$ cat src/rtl/dm64_pkg.sv
package dm64_pkg;

  localparam int unsigned WORD_W = 64;
  localparam int unsigned CNT_W  = 6;

  typedef logic [WORD_W-1:0] word_t;
  typedef logic [CNT_W-1:0]  cnt_t;

  typedef enum logic [1:0] {
    CMD_DIVU = 2'd0,
    CMD_REMU = 2'd1,
    CMD_DIVS = 2'd2,
    CMD_REMS = 2'd3
  } cmd_t;

  typedef struct packed {
    word_t rem;
    logic  qbit;
  } step_out_t;

endpackage

$ cat src/rtl/dm64_step.sv
module dm64_step
  import dm64_pkg::*;
(
  input  word_t     rem,
  input  logic      nbit,
  input  word_t     dvsr,
  output step_out_t res
);

  logic [WORD_W:0] shifted;
  logic            fits;

  always_comb begin
    shifted = {rem, nbit};
    fits    = (shifted >= {1'b0, dvsr});
    res.qbit = fits;
    if (fits) begin
      res.rem = shifted[WORD_W-1:0] - dvsr;
    end else begin
      res.rem = shifted[WORD_W-1:0];
    end
  end

endmodule

$ cat src/rtl/divide_modulo_64bit.sv
// 64-bit divide / modulo unit, restoring shift-and-subtract on magnitudes.
// request channel: cmd, dividend and divisor are taken at a rising edge
//   where start is high and busy is low; busy then stays high until the
//   result is out.
// cmd selects unsigned quotient, unsigned remainder, signed quotient or
//   signed remainder. a zero divisor gives a result of 0.
// result channel: result is valid for exactly one cycle while done is high.
//   the receiver cannot stall it; it must take the value in that cycle.
// sequence: ST_PREP forms the operand magnitudes, the shift-subtract loop
//   in ST_DIV gives one quotient bit per cycle through a single
//   64-bit compare/subtract, and ST_FIX applies the sign. done rises
//   at the same edge at which busy falls, so a new request is taken only
//   once the last one is through. a zero divisor skips the loop, going
//   from ST_PREP straight to ST_FIX.
// reset: rst is synchronous, active high; it returns the sequencer to idle
//   and clears done. no state is kept between requests.
module divide_modulo_64bit
  import dm64_pkg::*;
(
  input  logic                clk,
  input  logic                rst,
  input  logic                start,
  output logic                busy,
  input  logic [1:0]          cmd,
  input  logic [WORD_W-1:0]   dividend,
  input  logic [WORD_W-1:0]   divisor,
  output logic                done,
  output logic [WORD_W-1:0]   result
);

  typedef enum logic [3:0] {
    ST_IDLE = 4'b0001,
    ST_PREP = 4'b0010,
    ST_DIV  = 4'b0100,
    ST_FIX  = 4'b1000
  } state_t;

  state_t    state;
  cnt_t      count;
  word_t     a_raw;
  word_t     b_raw;
  logic      is_signed;
  logic      want_rem;
  logic      a_neg;
  logic      b_neg;
  logic      zero_div;
  word_t     nq;
  word_t     rem;
  word_t     dvsr;
  word_t     fix_val;
  logic      fix_neg;
  step_out_t step;

  dm64_step u_step (
    .rem  (rem),
    .nbit (nq[WORD_W-1]),
    .dvsr (dvsr),
    .res  (step)
  );

  assign busy = (state != ST_IDLE);

  always_comb begin
    if (want_rem) begin
      fix_val = rem;
      fix_neg = a_neg;
    end else begin
      fix_val = nq;
      fix_neg = a_neg ^ b_neg;
    end
  end

  always_ff @(posedge clk) begin
    if (rst) begin
      state <= ST_IDLE;
      done  <= 1'b0;
      count <= '0;
    end else begin
      done <= 1'b0;
      case (state)
        ST_IDLE: begin
          if (start) begin
            state <= ST_PREP;
          end
        end
        ST_PREP: begin
          count <= '1;
          if (b_raw == '0) begin
            state <= ST_FIX;
          end else begin
            state <= ST_DIV;
          end
        end
        ST_DIV: begin
          count <= count - 1'b1;
          if (count == '0) begin
            state <= ST_FIX;
          end
        end
        ST_FIX: begin
          done  <= 1'b1;
          state <= ST_IDLE;
        end
        default: begin
          state <= ST_IDLE;
        end
      endcase
    end
  end

  always_ff @(posedge clk) begin
    case (state)
      ST_IDLE: begin
        if (start) begin
          a_raw     <= dividend;
          b_raw     <= divisor;
          is_signed <= (cmd == CMD_DIVS) || (cmd == CMD_REMS);
          want_rem  <= (cmd == CMD_REMU) || (cmd == CMD_REMS);
        end
      end
      ST_PREP: begin
        a_neg    <= is_signed & a_raw[WORD_W-1];
        b_neg    <= is_signed & b_raw[WORD_W-1];
        zero_div <= (b_raw == '0);
        nq       <= (is_signed & a_raw[WORD_W-1]) ? (word_t'(0) - a_raw) : a_raw;
        dvsr     <= (is_signed & b_raw[WORD_W-1]) ? (word_t'(0) - b_raw) : b_raw;
        rem      <= '0;
      end
      ST_DIV: begin
        rem <= step.rem;
        nq  <= {nq[WORD_W-2:0], step.qbit};
      end
      ST_FIX: begin
        if (zero_div) begin
          result <= '0;
        end else if (fix_neg) begin
          result <= word_t'(0) - fix_val;
        end else begin
          result <= fix_val;
        end
      end
      default: begin
      end
    endcase
  end

  a_done_idle: assert property (@(posedge clk) disable iff (rst)
    done |-> !busy)
    else $error("done while busy");

  a_accept_busy: assert property (@(posedge clk) disable iff (rst)
    (start && !busy) |=> (state == ST_PREP))
    else $error("request not taken");

  a_loop_end: assert property (@(posedge clk) disable iff (rst)
    (state == ST_DIV && count == '0) |=> (state == ST_FIX))
    else $error("divide loop did not end after 64 steps");

  a_done_src: assert property (@(posedge clk) disable iff (rst)
    $rose(done) |-> $past(state == ST_FIX))
    else $error("done without sign fix step");

endmodule

$ cat config.mk
export PLATFORM = sky130hd
export DESIGN_NAME = divide_modulo_64bit
export DESIGN_NICKNAME = d
export VERILOG_FILES = /design/src/rtl/dm64_pkg.sv /design/src/rtl/dm64_step.sv /design/src/rtl/divide_modulo_64bit.sv
export SDC_FILE = /design/constraint.sdc
export NUM_CORES = 1
export LEC_CHECK = 0
export BUFFER_PORTS_ARGS = -buffer_cell sky130_fd_sc_hd__buf_2
export CELL_PAD_IN_SITES_DETAIL_PLACEMENT = 0
export CELL_PAD_IN_SITES_GLOBAL_PLACEMENT = 1
export CORE_MARGIN = 1.5
export CORE_UTILIZATION = 48
export DETAILED_ROUTE_END_ITERATION = 12
export GPL_TIMING_DRIVEN = 0
export PLACE_DENSITY_LB_ADDON = 0.1
export SLEW_MARGIN = 10
export SYNTH_ARGS = -nofsm -noshare
export SYNTH_HDL_FRONTEND = slang
export SYNTH_SLANG_ARGS = --single-unit
$ cat constraint.sdc
create_clock -name clk -period 17.35 [get_ports clk]
set_input_delay 2.6025 -clock clk [delete_from_list [all_inputs] [get_ports clk]]
set_output_delay 2.6025 -clock clk [all_outputs]
set_load 0.02 [all_outputs]
======== Word level (Yosys, flattened, before mapping) ========
Cells that the tools add are included.
cells by class
  $add $sub $neg .......................... 5
  $mul .................................... 0
  divide/modulo/power cells ............... 0
  $lt $le $gt $ge ......................... 1
  eq/ne operators ......................... 10
  shift-type cells ........................ 0
  multiplexer cells ....................... 14
  bitwise logic cells ..................... 3
  reductions and logical operators ........ 7
operators with widths
  operator                 count
  $mux W64                 5
  $pmux W64 S2             2
  $sub A1 B64 Y64 const A  3
  $ge A65 B64 Y1           1
  $logic_not A64 Y1        1
  $sub A64 B64 Y64         1
  $mux W4                  3
  $pmux W4 S3              1
  $pmux W6 S2              1
  $logic_not A6 Y1         1
  $sub A6 B1 Y6 const B    1
  $eq A2 B2 Y1 const B     2
  $eq A4 B1 Y1 const B     1
  $eq A4 B2 Y1 const B     1
  $eq A4 B3 Y1 const B     1
  $eq A4 B4 Y1 const B     1
  $ne A2 B2 Y1 const B     2
  $ne A4 B1 Y1 const B     1
  $reduce_and A2 Y1        2
  $and A1 B1 Y1            2
  $eq A2 B1 Y1 const B     1
  $logic_or A1 B1 Y1       2
  $mux W1                  2
  $reduce_bool A2 Y1       1
  $xor A1 B1 Y1            1
word-level totals
  register bits ........................... 400
  bits in latches ......................... 0
  RAM bits ................................ 0
  ROM bits ................................ 0
  bits of input ports ..................... 133
  output and inout port bits .............. 66
  memories kept ........................... 0

======== Depth between registers and ports, before layout ========
  word-level depth ........................ 3
  mapped depth ............................ 20

======== By module ========
From an unflattened synthesis, not the netlist that was laid out.
unflattened totals
  cell total of the unflattened synthesis .. 2,331
  area total of the unflattened synthesis .. 24,569.8 sq um
by module, submodules not included
  module               instances  cells each  area each (sq um)  seq. area each (sq um)
  divide_modulo_64bit  1          1,609       19,641.3           11,901.4
  dm64_step            1          722         4,928.5            0.0

======== Least setup slack after synthesis ========
No wires, ideal clock.
  path kind ............................... register -> register
  from .................................... register state[1]
  to ...................................... register nq[0], enable pin
  arrival ................................. 11.509 ns
  slack ................................... 5.369 ns
  stages on the path, launching flop included .. 4
  path buffers ............................ 0
  period minus slack after synthesis ...... 11.981 ns
  path through ............................ dfxtp_1 -> nor4b_1 -> nor2_1 -> inv_1
on the way
  word-level cells in the longest chain between the ends .. 2
  elaborated cells between the ends (all ways) .. 3
ends and longest elaborated chain
  element                                              RTL line                    text
  start, declared                                      divide_modulo_64bit.sv:38   state_t state;
  start signal, assigned                               divide_modulo_64bit.sv:75   state <= ST_IDLE;
  start signal, assigned                               divide_modulo_64bit.sv:83   state <= ST_PREP;
  start signal, assigned                               divide_modulo_64bit.sv:89   state <= ST_FIX;
  $eq A4 B2 Y1 / $eq A4 B3 Y1 (equally long branches)  divide_modulo_64bit.sv:112  case (state)
  $reduce_bool A2 Y1 (no source line) *                --
  end signal, assigned                                 divide_modulo_64bit.sv:125  nq <= (is_signed & a_raw[WORD_W-1]) ? (word_t'(0) - a_raw) : a_raw;
  end signal, assigned                                 divide_modulo_64bit.sv:131  nq <= {nq[WORD_W-2:0], step.qbit};
  end, declared                                        divide_modulo_64bit.sv:47   word_t nq;
Mark *: on every way between the ends. The rest lies on a longest branch, timed or not.
A chain may end at the register's enable or synchronous reset.

======== Final worst setup path ========
  from .................................... register want_rem
  to ...................................... register result[58], data pin
on the way
  word-level cells in the longest chain between the ends .. 3
  elaborated cells between the ends (all ways) .. 4
ends and longest elaborated chain
  element                 RTL line                    text
  start, declared         divide_modulo_64bit.sv:43   logic want_rem;
  start signal, assigned  divide_modulo_64bit.sv:118  want_rem <= (cmd == CMD_REMU) || (cmd == CMD_REMS);
  $mux W64                divide_modulo_64bit.sv:64   if (want_rem) begin
  $sub A1 B64 Y64         divide_modulo_64bit.sv:137  result <= word_t'(0) - fix_val;
  $mux W64 *              divide_modulo_64bit.sv:136  end else if (fix_neg) begin
  end signal, assigned    divide_modulo_64bit.sv:137
  end signal, assigned    divide_modulo_64bit.sv:139  result <= fix_val;
  end, declared           divide_modulo_64bit.sv:28   output logic [WORD_W-1:0] result
Marks and branches as above.

==> reports/results.tsv <==
stage	metric	value	unit
setup_path	critical path's most frequent cell	sky130_fd_sc_hd__buf_2	
routing	count of vias placed by the detailed router	19000	
yosys	synthesized area	23700	um2
routing	average detailed-routed wire length per instance	21.8	um
yosys	area fraction of the dominant cell type after synthesis	49.3	%
floorplanning	initial core utilization	48.5	%
routing	Iteration-0 DRC Markers	1577	
floorplanning	Die Ht	225	um
sta	final worst clock skew	0.0327	ns
routing	total detailed-routing wirelength	71700	um
floorplanning	Chip Width	225	um
yosys	Synth Instances	2313	
layout	top library cells by usage in the layout, fill and taps aside	sky130_fd_sc_hd__edfxtp_1 (389), sky130_fd_sc_hd__nor2_1 (271), sky130_fd_sc_hd__buf_2 (218)	
sta	minimum clock period after layout	6.86	ns
sta	unrepaired setup endpoints after global routing	no	
pwr	Internal Power	1.79	mW
setup_path	Critical Path RT	17.67	ns
pwr	clock network power share	42.2	%
clock_network	insertion delay to the later sink of the worst-skew pair	0.61	ns
status	run status	completed	
yosys	dominant cell type by area after synthesis	sky130_fd_sc_hd__edfxtp_1	
setup_path	maximum net fanout on the critical path	10	
layout	footprint of the multi-input gates	10900	um2
clock_network	count of instances resized after the clock tree is built	0	
clock_network	cts-stage hold buffer count	0	
yosys	fraction of synthesis flops using an asynchronous set or reset pin	0	%
setup_path	cell breakdown of the critical path	buf_6 -> buf_8 -> buf_4 -> buf_2 -> buf_2 -> buf_1 -> buf_2 -> buf_2 -> buf_2 -> mux2i_1 -> ha_1 -> o221ai_1 -> nor4b_2 -> nand3_2 -> or3_4 -> o31ai_1 -> nand3_1 -> xor2_1 -> nor2_1	
pwr	total power of the final layout	2.37	mW
sta	Final setup violation count	0	
clock_network	clock tree from TritonCTS	yes	
routing	antenna-violating nets left	0	
floorplanning	die area	50700	um2
setup_path	slowest CP cell	sky130_fd_sc_hd__nor4b_2	
setup_path	Critical Path AT	7.19	ns
setup_path	CP Buf/Inv Count	9	
layout	Final #Nets	2781	
floorplanning	Core Box Area	48800	um2
clock_network	clock root buffer	sky130_fd_sc_hd__clkbuf_16	
grt	largest net degree at the start of global routing	67	
clock_network	Max Buffers Root-to-Sink	3	
layout	most common library cell in the layout ignoring fill and taps	sky130_fd_sc_hd__edfxtp_1	
pwr	combinational group share of total power	9.9	%
yosys	number of flip-flops and latches in the synthesized netlist	400	
pwr	Static Leak	9.98	nW
yosys	number of unique standard cell types used by synthesis	86	
grt	vias in the first global route	18400	
yosys	count of flip-flops with a built-in enable after synthesis	389	
setup_path	critical path launch point type	flop	
layout	layout-stage area growth over the synthesis result	15.1	%
yosys	sequential share of the synthesized area	50.3	%
clock_network	Clock Pin Slew Worst Setup and Hold Paths	0.06	ns
layout	fill cell instance count of the final layout	4467	
pwr	Max IR drop VDD	0.0877	mV
pwr	Power Dens Cells	87.2	nW/um2
routing	drt drc	0	
yosys	average cell area after synthesis	10.2	um2
grt	global-route total usage across every layer	28.0	%
sta	relative slew slack	30.8	%
clock_network	CTS Buf Count	46	
routing	via count normalized by instance count	5.79	
clock_network	number of buffers inserted by post-CTS setup repair	0	
sta	final sum of negative setup slack	0	ns
grt	total grt overflow	0	
sta	post-route fraction of the period consumed by the critical path	39.6	%
grt	first-pass GRT wire length	107000	um
grt	initial antenna violation count	3	
floorplanning	I/O pin count	199	
setup_path	cell family with most CP delay	buffers and inverters	
yosys	Area contributors post-synth	sky130_fd_sc_hd__edfxtp_1 (49%), sky130_fd_sc_hd__xnor2_1 (5.1%), sky130_fd_sc_hd__nor2_1 (4.3%)	
pwr	Switching Share	24.5	%
sta	max frequency	146	MHz
clock_network	H-Tree Depth	2	
clock_network	number of sinks driven by the clock tree	400	
flow_run	Max Cap Viol	0	
routing	number of optimization iterations in the first detailed-route pass	5	
hold_path	class of the tightest hold or removal check	flop to flop	
placement	half-perimeter wire length after detailed placement	55900	um
placement	number of input and output port buffers inserted	196	
sta	final slew viol count	0	
yosys	YS warnings	0	
setup_path	category of the worst setup path capture point	flop	
floorplanning	row count	81	
placement	routability congestion estimate	0.949	
yosys	most instantiated flip-flop cell in the synthesis netlist	sky130_fd_sc_hd__edfxtp_1	
layout	fraction of final layout cells sized beyond drive strength 1	13.4	%
layout	register area	11900	um2
setup_path	highest cell delay on the worst timing path	0.59	ns
yosys	synthesized netlist net count	2516	
pwr	share of total power in sequential cells	47.9	%
pwr	power spent charging and discharging nets	0.582	mW
sta	Slew @ Worst Pin	1.04	ns
setup_path	Critical Setup Path Class	flop to flop	
sta	Hold Violations, Final	0	
==> per-stage QoR <==
stage                     setup slack [ns]  hold slack (ns)  utilization, %  instances  area, um2
after detailed placement             10.66            0.497            52.6       3194      25700
after floorplan                       5.37            0.443               -       2313      23700
final                                10.49            0.501            55.8       3281      27200
after global placement              -0.419            0.461            52.2       3173      25500
after CTS                            10.64            0.504            55.8       3280      27200
after global routing                 10.21            0.526            55.8       3280      27200
==> metal layers <==
metal | track usage [%] | wire length (um) | vias up | share of wire [%]
met5 | 0 | 17 | - | 0.024
met4 | 8.53 | 2060 | 2 | 2.9
met3 | 5.93 | 4870 | 114 | 6.8
met2 | 46.7 | 34500 | 618 | 48
met1 | 36.4 | 30200 | 9244 | 42
li1 | - | - | 9019 | -
==> cell families (layout without fill, tap and decap cells) <==
| logic type | count (synthesis) | count (layout) | share of synthesized area (%) |
|---|---|---|---|
| DFF | 400 | 400 | 50.3 |
| other | 0 | 1 | 0 |
| muxes | 105 | 105 | 4.46 |
| adders and majority gates | 70 | 70 | 3.73 |
| AOI/OAI and AO/OA | 523 | 523 | 13.4 |
| buffers and inverters | 215 | 518 | 3.64 |
| and+or+nand+nor | 760 | 760 | 15.6 |
| xor gates and xnor gates | 240 | 240 | 8.88 |
==> path summary, 6_finish.rpt <==
check / from / end / slack, ns / depth (start not counted)
setup / recovery: want_rem / result[58] / 10.49 / 19
hold / removal: count[5] / count[5] / 0.50 / 1
setup reg to reg: want_rem / result[58] / 10.49 / 19
hold reg to reg: count[5] / count[5] / 0.50 / 1
==> power groups by stage <==
stage	registers, mW	clock network, mW	logic [mW]
detailed placement	1.16	0	0.233
finish	1.14	1.00	0.236
global route	1.14	1.05	0.258
CTS	1.14	1.02	0.235
global placement	1.16	0	0.227
floorplan	1.15	0	0.162
==> worst reg2reg max path: cells and delay by family (launching register included) <==
family          cells  cell delay (ns)
fa+ha+maj           1             0.23
buf+inv             9             3.11
mux                 1             0.30
flops               1             0.49
compound gates      2             0.76
simple gates        5             1.51
xor+xnor            1             0.21
==> flip-flops by register name (all words and copies together), names as in the netlist, 4 cells and up <==
register	count
result	64
b_raw	64
rem	64
state	4
a_raw	64
count	6
nq	64
dvsr	64
==> synthesized netlist by cell type (18+ instances only) <==
cell type,n
sky130_fd_sc_hd__a211oi_1,26
sky130_fd_sc_hd__a21o_1,21
sky130_fd_sc_hd__a21oi_1,173
sky130_fd_sc_hd__clkbuf_1,74
sky130_fd_sc_hd__edfxtp_1,389
sky130_fd_sc_hd__ha_1,69
sky130_fd_sc_hd__inv_1,108
sky130_fd_sc_hd__mux2i_1,101
sky130_fd_sc_hd__nand2_1,186
sky130_fd_sc_hd__nand2b_1,18
sky130_fd_sc_hd__nand3_1,25
sky130_fd_sc_hd__nand4_1,27
sky130_fd_sc_hd__nor2_1,271
sky130_fd_sc_hd__nor3_1,88
sky130_fd_sc_hd__nor4_1,21
sky130_fd_sc_hd__o21ai_0,146
sky130_fd_sc_hd__o31ai_1,36
sky130_fd_sc_hd__or3_1,26
sky130_fd_sc_hd__xnor2_1,139
sky130_fd_sc_hd__xor2_1,101
==> area by class of cell <==
cell class | count | area share (%)
Clock inverter | 23 | 1.07
Inverter | 108 | 1.53
Buffer | 107 | 1.68
Clock buffer | 63 | 4.57
Sequential cell | 400 | 43.7
Timing Repair Buffer | 217 | 4.28
Multi-Input combinational cell | 1698 | 40.1
Antenna cell | 1 | 0.00919
Tap cell | 664 | 3.05
(Power assumes the default switching activity.)
